`config.mk`:
```
export PLATFORM = sky130hd
export DESIGN_NAME = cmm_front
export DESIGN_NICKNAME = d
export VERILOG_FILES = /design/src/hdl/cmm_pkg.sv /design/src/hdl/cmm_front.sv
export SDC_FILE = /design/constraint.sdc
export NUM_CORES = 1
export LEC_CHECK = 0
export ABC_AREA = 1
export ABC_CLOCK_PERIOD_IN_PS = 1400
export BUFFER_PORTS_ARGS = -buffer_cell sky130_fd_sc_hd__buf_2
export CAP_MARGIN = 15
export CORE_AREA = 2 2 82 84
export DETAILED_ROUTE_END_ITERATION = 6
export DIE_AREA = 0 0 84 86
export GPL_ROUTABILITY_DRIVEN = 1
export SLEW_MARGIN = 20
export SYNTH_ARGS = -nofsm -noshare
export SYNTH_HDL_FRONTEND = slang
export SYNTH_SLANG_ARGS = --single-unit
```
`constraint.sdc`:
```
create_clock -name i_clk -period 1.4 [get_ports i_clk]
set_input_delay 0.14 -clock i_clk [delete_from_list [all_inputs] [get_ports i_clk]]
set_output_delay 0.14 -clock i_clk [all_outputs]
set_load 0.03 [all_outputs]
```
`src/hdl/cmm_pkg.sv`:
```
// Shared types and constants for the complex matrix multiply block.
package cmm_pkg;

    localparam int ELEM_BITS = 24;
    localparam int FRAC_BITS = ELEM_BITS - 4;
    localparam int IDX_W     = 3;
    localparam int ADDR_W    = 2 * IDX_W;
    localparam int QDEPTH    = 4;
    localparam int QPTR_W    = 2;

    typedef struct packed {
        logic [IDX_W-1:0]            row;
        logic [IDX_W-1:0]            column;
        logic signed [ELEM_BITS-1:0] a_re;
        logic signed [ELEM_BITS-1:0] a_im;
        logic signed [ELEM_BITS-1:0] b_re;
        logic signed [ELEM_BITS-1:0] b_im;
        logic                        final_load;
    } t_in;

    typedef struct packed {
        logic [IDX_W-1:0]            out_row;
        logic [IDX_W-1:0]            out_column;
        logic signed [ELEM_BITS-1:0] c_re;
        logic signed [ELEM_BITS-1:0] c_im;
        logic                        end_of_matrix;
    } t_out;

    typedef struct packed {
        logic                        wr;
        logic [ADDR_W-1:0]           addr;
        logic signed [ELEM_BITS-1:0] a_re;
        logic signed [ELEM_BITS-1:0] a_im;
        logic signed [ELEM_BITS-1:0] b_re;
        logic signed [ELEM_BITS-1:0] b_im;
        logic                        run;
    } t_cmd;

endpackage

```
`src/hdl/cmm_front.sv`:
```
// Front end: accepts input words and turns them into store/run commands.
module cmm_front #(
    parameter int DIM = 3
) (
    input  logic         i_clk,
    input  logic         i_rst_n,
    input  logic         i_valid,
    input  cmm_pkg::t_in i_data,
    output logic         o_stall,
    input  logic         i_full,
    output logic         o_push,
    output cmm_pkg::t_cmd o_cmd
);
    import cmm_pkg::*;

    logic w_in_range;

    // registered so that stall never follows valid combinationally
    logic r_full;

    always_ff @(posedge i_clk) begin
        if (!i_rst_n) begin
            r_full <= 1'b1;
        end else begin
            r_full <= 1'b0;
        end
    end

    assign o_stall = i_full | r_full;
    assign o_push  = i_valid & ~o_stall;

    assign w_in_range = ({1'b0, i_data.row} < (IDX_W + 1)'(DIM))
                      & ({1'b0, i_data.column} < (IDX_W + 1)'(DIM));

    always_comb begin
        o_cmd.wr   = w_in_range;
        o_cmd.addr = ADDR_W'(i_data.row) * ADDR_W'(DIM) + ADDR_W'(i_data.column);
        o_cmd.a_re = i_data.a_re;
        o_cmd.a_im = i_data.a_im;
        o_cmd.b_re = i_data.b_re;
        o_cmd.b_im = i_data.b_im;
        o_cmd.run  = i_data.final_load;
    end

endmodule

```
# --- Word-level counts from Yosys, hierarchy flattened ---
# Cells that the tools add are included.
op_classes:
  addsub: 1
  multipliers: 1
  n_div: 0
  n_lt_le_gt_ge: 2
  n_eq_ne: 0
  shifts: 0
  muxes: 1
  n_bitwise: 4
  reduce_logical: 0
op_table:
  columns: ["op", "count"]
  rows:
  - ["$add 5x3->6", 1]
  - ["$lt 3x2->1 const B", 2]
  - ["$mul 3x2->5 const B", 1]
  - ["$and 1x1->1", 2]
  - ["$mux 1", 1]
  - ["$not 1->1", 1]
  - ["$or 1x1->1", 1]
word_totals:
  reg_bits: 1
  latchBits: 0
  mem_bits_rw: 0
  rom_bits: 0
  input_bits: 107
  memories: 0

# --- Depth between registers and ports, before layout ---
depth:
  word_depth: 3
  ltp_mapped: 6
  ltp_nobuf: 5

# --- Least setup slack after synthesis ---
# OpenSTA, ideal clock, no wires.
synth_timing:
  path_kind: "input port to output port"
  startpoint: "in i_data[98] in the netlist's numbering"
  endpoint: "out o_cmd[100] in the netlist's numbering"
  t_arrival_ns: 1.715
  required_ns: 1.260
  path_slack_ns: -0.455
  path_stages: 4
  cell_sequence: "fa_1 -> ha_1 -> fa_1 -> xor2_1"
synth_rtl:
  columns: ["item", "line", "text"]
  rows:
  - ["from (decl)", "cmm_front.sv:8", "input cmm_pkg::t_in i_data,"]
  - ["to (decl)", "cmm_front.sv:12", "output cmm_pkg::t_cmd o_cmd"]

==> results.cfg <==
[run_status]
status = complete, but fails checks
violations = setup timing

[synth]
yosysUniqueCellTypes = 13
syn_inst = 124
yosysSeqAreaShare = 0.0208
synth_area_um2 = 961
synth_ff_type = dfxtp_1
yosysTopAreaCell = buf_4
ys_warn_count = 0
synth_top_area_share = 0.773
ys_ff_latch = 1
synth-edff-count = 0
yosys-top-cells-area = buf_4 (77%), ha_1 (6.5%), fa_1 (6.3%), dfxtp_1 (2.1%), inv_1 (1.6%)
synth.most_common_cell = buf_4
async_flop_share = 0
synth_top_cells_by_count = buf_4 (99), ha_1 (5), inv_1 (4), nand2_1 (4), fa_1 (3)
avgSynthCellArea_um2 = 7.75
syn_nets = 239

[critical_path]
path_delay_family = adder cells
cp_cell_sequence = buf_8 -> fa_1 -> ha_2 -> fa_2 -> xor2_4 -> buf_6
cpMaxStageDelayCell = fa_1
critPathMaxStageDelay_ns = 0.47
path_buf_inv = 2
cp.required_ns = 1.26
start_kind = primary input
critPathKind = in -> out
cp.arrival_ns = 1.61
endpoint_kind = output pin
worstPathMaxFanout = 2

[drt]
drtIter0Drc = 5
drt_wl_total_um = 1530
ant_nets = 0
num_vias = 353
drc = 0
via_per_inst = 2.89
avgRoutedWirePerCell_um = 12.5
dr.pass1.iters = 2

[floorplan]
die_w_um = 84
core_region_area_um2 = 6280
die_y_um = 86
dieArea_um2 = 7220
row_count = 29
ios = 213
initial_core_util = 0.153

[power_and_ir_drop]
power_uw = 296
switchingPower_uw = 147
irDropWorstVdd_v = 0.000212
switching_share = 0.497
cellLeakagePower_uw = 0.000221
intPower_uw = 149
p_clk_frac = 0
pwr-share-seq = 0.105
p_comb_frac = 0.895
p_per_area_nw_per_um2 = 589

[sta]
fin_ws_ns = -0.350
period_minus_slack_ns = 1.75
setup_viol = 3
hold_viol_final = 0
finalCritPeriodShare = 1.25
max_clock_freq_mhz = 571
final_max_slew_viol_count = 0
rsz0062_at_grt = yes

[clock_network]
ctsHoldBuffers = 0
post_cts_buffers = 0

[global_routing]
grt_pass1_wl_um = 2020
first_global_vias = 360
overflow = 0
antenna_found_initial = 0
grtUsageTotal = 0.0347
grt_max_degree = 4

[placed_design]
portBuffers = 17
gp_congestion = 0.649
postPlaceCellArea_um2 = 445

[job]
max_cap_viol_count = 0

[finish]
final_nets = 162
drive_above_1_share = 0.600
reg_top3 = r_full: 1 flops
largest_reg_flops = 1
postLayoutCellArea_um2 = 502
fill_cells = 735
top_register = r_full
diodes = 0
areaGrowthSynthToFinish_pct = -47.8

[min_path]
hold_path_class = in -> out
routing by layer:
metal | global-route usage | wire length [um]
met5 | 0 | 0
met4 | 0.0762 | 317
met3 | 0.0183 | 306
met2 | 0.0451 | 568
met1 | 0.0230 | 334
kinds of logic (layout without fill, tap and decap cells):
kind of cell | Yosys count | in the layout | share of synthesized area
xor gates and xnor gates | 1 | 1 | 0.00912
buffers and inverters | 103 | 24 | 0.789
DFF | 1 | 1 | 0.0208
and+or+nand+nor | 9 | 9 | 0.0443
other | 1 | 1 | 0.00390
adders and majority gates | 8 | 8 | 0.128
AOI/OAI and AO/OA | 1 | 1 | 0.00520
power groups by stage:
stage	sequential (uW)	combinational [uW]	clock (uW)
finish	31.0	265	0
CTS	31.0	269	0
floorplan	30.9	687	0
detailed placement	31.0	222	0
global placement	31.0	220	0
global route	31.1	285	0
timing repair:
item | CTS | global route
endpoints found under the hold margin | 0 | 0
pin swaps | 5 | 0
endpoints found under the setup margin | 3 | 3
resized for setup | 13 | 1
final cells by class:
| type | count | area (um2) | share of cell area |
|---|---|---|---|
| Multi-Input combinational cell | 20 | 221 | 0.441 |
| Tap cell | 77 | 96.3 | 0.192 |
| Timing Repair Buffer | 20 | 149 | 0.297 |
| Sequential cell | 1 | 20.0 | 0.0399 |
| Inverter | 4 | 15.0 | 0.0299 |
worst paths after layout:
kind,from,end,slack (ns),cells past startpoint
setup / recovery,i_data[100],o_cmd[100],-0.35,6
hold / removal,i_data[0],o_cmd[0],0.28,0
placed cells by master, fill, tap and decap left out, drive strengths merged:
| master | netlist | routed |
|---|---|---|
| fa | 3 | 3 |
| conb | 1 | 1 |
| buf | 99 | 20 |
| xor2 | 1 | 1 |
| nand3 | 1 | 1 |
| nor2 | 3 | 3 |
| a21oi | 1 | 1 |
| inv | 4 | 4 |
| or2 | 1 | 1 |
| ha | 5 | 5 |
| dfxtp | 1 | 1 |
| nand2 | 4 | 4 |
per-stage QoR:
| stage | utilization | std cells | setup WS, ns | hold WS, ns | TNS (ns) |
|---|---|---|---|---|---|
| 6_report | 0.0799 | 122 | -0.350 | 0.280 | -0.762 |
| 5_1_grt | 0.0799 | 122 | -0.377 | 0.280 | -0.856 |
| 3_5_place_dp | 0.0710 | 122 | -0.435 | 0.280 | -1.05 |
| 4_1_cts | 0.0793 | 122 | -0.354 | 0.280 | -0.781 |
| 2_1_floorplan | - | 124 | -0.192 | 0.197 | -0.380 |
| 3_3_place_gp | 0.0710 | 122 | -0.428 | 0.280 | -1.03 |
No activity file was read; power rests on OpenSTA's default activity.
