`config.mk`:
```
export PLATFORM = sky130hd
export DESIGN_NAME = cmm_queue
export DESIGN_NICKNAME = d
export VERILOG_FILES = /design/src/hdl/cmm_pkg.sv /design/src/hdl/cmm_queue.sv
export SDC_FILE = /design/constraint.sdc
export NUM_CORES = 1
export LEC_CHECK = 0
export BUFFER_PORTS_ARGS = -buffer_cell sky130_fd_sc_hd__buf_2
export CAP_MARGIN = 20
export CORE_ASPECT_RATIO = 1.75
export CORE_MARGIN = 2
export CORE_UTILIZATION = 40
export DETAILED_ROUTE_END_ITERATION = 8
export SLEW_MARGIN = 20
export SYNTH_ARGS = -nofsm -noshare
export SYNTH_HDL_FRONTEND = slang
export SYNTH_SLANG_ARGS = --single-unit
```
`constraint.sdc`:
```
create_clock -name i_clk -period 6.9 [get_ports i_clk]
set_input_delay 0.69 -clock i_clk [delete_from_list [all_inputs] [get_ports i_clk]]
set_output_delay 0.69 -clock i_clk [all_outputs]
set_load 0.005 [all_outputs]
```
`src/hdl/cmm_pkg.sv`:
```
// Shared types and constants for the complex matrix multiply block.
package cmm_pkg;

    localparam int ELEM_BITS = 24;
    localparam int FRAC_BITS = ELEM_BITS - 4;
    localparam int IDX_W     = 3;
    localparam int ADDR_W    = 2 * IDX_W;
    localparam int QDEPTH    = 4;
    localparam int QPTR_W    = 2;

    typedef struct packed {
        logic [IDX_W-1:0]            row;
        logic [IDX_W-1:0]            column;
        logic signed [ELEM_BITS-1:0] a_re;
        logic signed [ELEM_BITS-1:0] a_im;
        logic signed [ELEM_BITS-1:0] b_re;
        logic signed [ELEM_BITS-1:0] b_im;
        logic                        final_load;
    } t_in;

    typedef struct packed {
        logic [IDX_W-1:0]            out_row;
        logic [IDX_W-1:0]            out_column;
        logic signed [ELEM_BITS-1:0] c_re;
        logic signed [ELEM_BITS-1:0] c_im;
        logic                        end_of_matrix;
    } t_out;

    typedef struct packed {
        logic                        wr;
        logic [ADDR_W-1:0]           addr;
        logic signed [ELEM_BITS-1:0] a_re;
        logic signed [ELEM_BITS-1:0] a_im;
        logic signed [ELEM_BITS-1:0] b_re;
        logic signed [ELEM_BITS-1:0] b_im;
        logic                        run;
    } t_cmd;

endpackage

```
`src/hdl/cmm_queue.sv`:
```
// Short command queue between the front end and the compute back end.
module cmm_queue (
    input  logic          i_clk,
    input  logic          i_rst_n,
    input  logic          i_push,
    input  cmm_pkg::t_cmd i_cmd,
    output logic          o_full,
    input  logic          i_pop,
    output cmm_pkg::t_cmd o_cmd,
    output logic          o_empty
);
    import cmm_pkg::*;

    t_cmd              r_mem [QDEPTH];
    logic [QPTR_W-1:0] r_wr_ptr;
    logic [QPTR_W-1:0] r_rd_ptr;
    logic [QPTR_W:0]   r_count;

    assign o_full  = (r_count == (QPTR_W + 1)'(QDEPTH));
    assign o_empty = (r_count == '0);
    assign o_cmd   = r_mem[r_rd_ptr];

    always_ff @(posedge i_clk) begin
        if (!i_rst_n) begin
            r_wr_ptr <= '0;
            r_rd_ptr <= '0;
            r_count  <= '0;
        end else begin
            if (i_push) begin
                r_wr_ptr <= r_wr_ptr + 1'b1;
            end
            if (i_pop) begin
                r_rd_ptr <= r_rd_ptr + 1'b1;
            end
            if (i_push && !i_pop) begin
                r_count <= r_count + 1'b1;
            end else if (!i_push && i_pop) begin
                r_count <= r_count - 1'b1;
            end
        end
    end

    always_ff @(posedge i_clk) begin
        if (i_push) begin
            r_mem[r_wr_ptr] <= i_cmd;
        end
    end

endmodule

```
# Yosys cells after proc, flatten, opt, wreduce, memory -nomap -nowiden
# Memory sizes are Yosys's and may differ from the RTL's. A register that Yosys moved wholly into a read port is not among the register bits.
# Index checks and enable logic that the tools add are counted.
totals:
  ff_bits: 7
  mem_bits_rw: 416
  input_bits: 108
  output_inout_bits: 106
  wordCells: 21
  mem_count: 1
memory_table:
  columns: ["name", "depth", "width", "read_ports", "rd_ports_with_merged_regs", "wr", "line", "rtl"]
  rows:
  - ["r_mem", 4, 104, 1, 1, 1, "cmm_queue.sv:14", "t_cmd r_mem [QDEPTH];"]
classes:
  add_sub_neg: 4
  n_eq_ne: 1
  mux: 6
  reduce_logical: 6
op_table:
  columns: ["cell", "n"]
  rows:
  - ["$mux 3", 2]
  - ["$add 2x1->2 const B", 2]
  - ["$mux 2", 2]
  - ["$add 3x1->3 const B", 1]
  - ["$eq 3x3->1 const B", 1]
  - ["$logic_not 3->1", 1]
  - ["$sub 3x1->3 const B", 1]
  - ["$logic_and 1x1->1", 2]
  - ["$logic_not 1->1", 2]
  - ["$mux 1", 2]
  - ["$reduce_bool 2->1", 1]

# Longest topological paths before layout
logic_depth:
  word_depth: 4
  depth_mapped: 7
  depth_no_buf: 7

# Least setup slack after synthesis
# Ideal clock, no wire load.
synth_timing:
  kind: "input port to flip-flop"
  startpoint: "input i_push"
  endpoint: "memory r_mem[0][0] (netlist name), enable pin"
  setup_time_ps: 474
  arrival_time_ps: 3088
  slack_ps: 3338
  cell_stages: 1
  cell_sequence: "and2_1"
synth_between:
  elab_chain_cells: 2
synth_rtl:
  columns: ["element", "line", "rtl"]
  rows:
  - ["start, declared", "cmm_queue.sv:5", "input logic i_push,"]
  - ["$mux 1", "cmm_queue.sv:44", "if (i_push) begin"]
  - ["$mux 1 (implied by the code)", "cmm_queue.sv:45", "r_mem[r_wr_ptr] <= i_cmd;"]
  - ["end, declared", "cmm_queue.sv:14", null]
# Every way passes these cells.

==> impl_metrics.json <==
{
  "status": "complete, no violations",
  "finalSetupTns_ns": 0,
  "cts_tree": "yes",
  "hold_viol": 0,
  "mostFrequentLayoutCells": "edfxtp_1 (416), buf_2 (213), mux4_2 (104)",
  "layout_commonest_cell": "edfxtp_1",
  "post_cts_buffers": 0,
  "synth_area_um2": 15470,
  "clkLatencyLatePin_ns": 0.53,
  "wl_mm": 29.92,
  "grt_overflow": 0,
  "endpoint_kind": "output pin",
  "cts_resized": 0,
  "crit_path_max_incr_delay_ns": 0.85,
  "crit_chain": "buf_4, mux4_2, buf_2",
  "syn_nets": 701,
  "grt_pass1_vias": 7320,
  "n_fill_cell": 3156,
  "timing.final.ws_setup_ns": 3.379,
  "reg2reg_depth": 4,
  "rsz0062_at_grt": "false",
  "port_buffers": 213,
  "start_util": 0.4042,
  "floorplan.die.height_um": 264.2,
  "wl_per_cell_um": 22.29,
  "gp_congestion": 0.7302,
  "ant_nets": 0,
  "ios": 214,
  "holdCritStartpoint": "i_cmd[73]",
  "grtUsageTotal": 0.1471,
  "crit_slowest_cell": "dfxtp_4",
  "first_iter_violations": 278,
  "drv_slew": 0,
  "cts-root-buf": "clkbuf_16",
  "cts_buffer_depth": 3,
  "syn_avg_cell_area_um2": 26.35,
  "reg2reg_setup_slack_ns": 4.35,
  "whs_path_depth": 1,
  "cp_max_fo": 54,
  "yosysWarningCount": 0,
  "seq_area_frac_synth": 0.8192,
  "synth_seq_cells": 425,
  "final_layout_size_suffix_gt1_frac": 0.4496,
  "grt_pass1_wl_mm": 44.69,
  "antenna_found_initial": 8,
  "dr.pass1.iters": 7,
  "rows": 95,
  "die_w_um": 152.7,
  "via_count": 6760,
  "holdBufCountCts": 0,
  "synthToLayoutAreaGrowth_pct": 18.59,
  "skew_ns": 0.01157,
  "fin_nets": 939,
  "max_slew_margin": 0.3360,
  "startpoint_type": "register",
  "cp_data_arrival_time_ns": 2.83,
  "cap_viol_max_count": 0,
  "tightest_slew_ns": 0.9960,
  "max_freq_mhz": 284.0,
  "synthCells": 587,
  "finalSetupViolations": 0,
  "clk_transition_reported_paths_ns": 0.06,
  "vdd_ir_drop_max_mv": 0.2155,
  "min_to": "r_mem[2][73]$_DFFE_PP_",
  "fin_hold_ws_ns": 0.3687,
  "drc": 0,
  "ctsHtreeMaxLevel": 2,
  "dp_worst_setup_slack_ns": 3.804,
  "critPathTopFamily": "buffers and inverters",
  "hold_class": "input pin to register",
  "worstPathBufferInverterCount": 2,
  "cts_sinks": 425,
  "yosys.cell_types.count": 21,
  "design.die.area_um2": 40330,
  "reg2reg_from": "r_wr_ptr[0]$_SDFFE_PN0P_",
  "rr_endpoint": "r_mem[2][29]$_DFFE_PP_",
  "grt_max_degree": 61,
  "dp.final_hpwl_mm": 17.67,
  "layout_min_cycle_time_ns": 3.521,
  "critPathKind": "register to output pin",
  "numCtsBuffers": 40,
  "power_per_cell_area_nw_per_um2": 310.8,
  "timing.final.crit_share": 0.5102,
  "core_um2": 38270,
  "vias_per_cell": 5.037,
  "leakage_uw": 0.006103,
  "cp.required_ns": 6.21
}
==> routing by layer <==
metal / vias up / part of all wire / track usage
met5: - / 0.0020 / 0
met4: 8 / 0.033 / 0.06607
met3: 53 / 0.050 / 0.03182
met2: 189 / 0.55 / 0.2672
met1: 3510 / 0.36 / 0.1650
li1: 3000 / - / -
==> power breakdown <==
part | internal (µW) | switching [µW]
Sequential | 2970 | 48.5
Clock | 1310 | 906
Combinational | 236 | 238
==> metrics by stage <==
step,total power (µW),instances,util,instance area [µm²]
5_1_grt,5912,1342,0.4793,18350
2_1_floorplan,3340,587,-,15470
6_report,5701,1342,0.4793,18350
4_1_cts,5789,1339,0.4791,18340
3_3_place_gp,3557,1268,0.4448,17020
3_5_place_dp,3565,1268,0.4448,17020
==> layout make-up <==
| class | count | area [µm²] | share of cell area |
|---|---|---|---|
| diodes | 3 | 7.507 | 0.0004092 |
| clock buffers | 45 | 1041 | 0.05675 |
| inverters | 4 | 15.01 | 0.0008184 |
| multi-input cells | 134 | 2603 | 0.1419 |
| well taps | 485 | 606.8 | 0.03308 |
| clock inverters | 26 | 274.0 | 0.01494 |
| repair buffers | 220 | 1119 | 0.06097 |
| flip-flops and latches | 425 | 12680 | 0.6912 |
==> cells by family (layout without fill, tap and decap cells) <==
family / after synthesis / in the layout / share of synthesized area
buffers and inverters: 28 / 295 / 0.01326
adders and majority gates: 6 / 6 / 0.005338
other: 0 / 3 / 0
muxes: 106 / 106 / 0.1527
and+or+nand+nor: 15 / 15 / 0.005904
AOI/OAI and AO/OA: 2 / 2 / 0.0008087
DFF: 425 / 425 / 0.8192
xor gates and xnor gates: 5 / 5 / 0.002831
==> cell usage after synthesis <==
master	number	share of area
a21boi_0	1	0.00049
and2_1	9	0.0036
buf_2	11	0.0036
buf_6	1	0.00073
buf_8	7	0.0068
clkbuf_1	5	0.0012
dfxtp_1	9	0.012
edfxtp_1	416	0.81
fa_1	1	0.0013
ha_1	5	0.0040
inv_1	4	0.00097
mux2i_1	2	0.0013
mux4_2	104	0.15
nand2_1	1	0.00024
nor2b_1	2	0.00081
nor3_1	1	0.00032
nor3b_1	1	0.00049
o21ai_0	1	0.00032
or3_1	1	0.00040
xnor2_1	2	0.0011
xor2_1	3	0.0017
==> state kept, by name (all words and copies together) (netlist names), named ones only <==
register / count
r_wr_ptr: 2
r_rd_ptr: 2
r_mem: 416
r_count: 3
==> how the worst max path moves through the flow <==
stage | end | from | depth (start not counted) | slack (ns)
floorplan | r_mem[0][0]$_DFFE_PP_ | i_push | 1 | 3.34
global placement | o_cmd[95] | register | 3 | 3.80
detailed placement | o_cmd[71] | register | 3 | 3.80
CTS | o_cmd[71] | register | 3 | 3.24
global route | o_cmd[91] | register | 3 | 3.13
finish | o_cmd[14] | register | 3 | 3.38
==> worst register-to-register path, stage by stage (launching register included) <==
cell and delay, ns:
dfxtp_1 0.34, inv_1 0.09, ha_1 0.14, and2_4 0.73
buf_4 0.85
No activity file was read; power rests on OpenSTA's default activity.
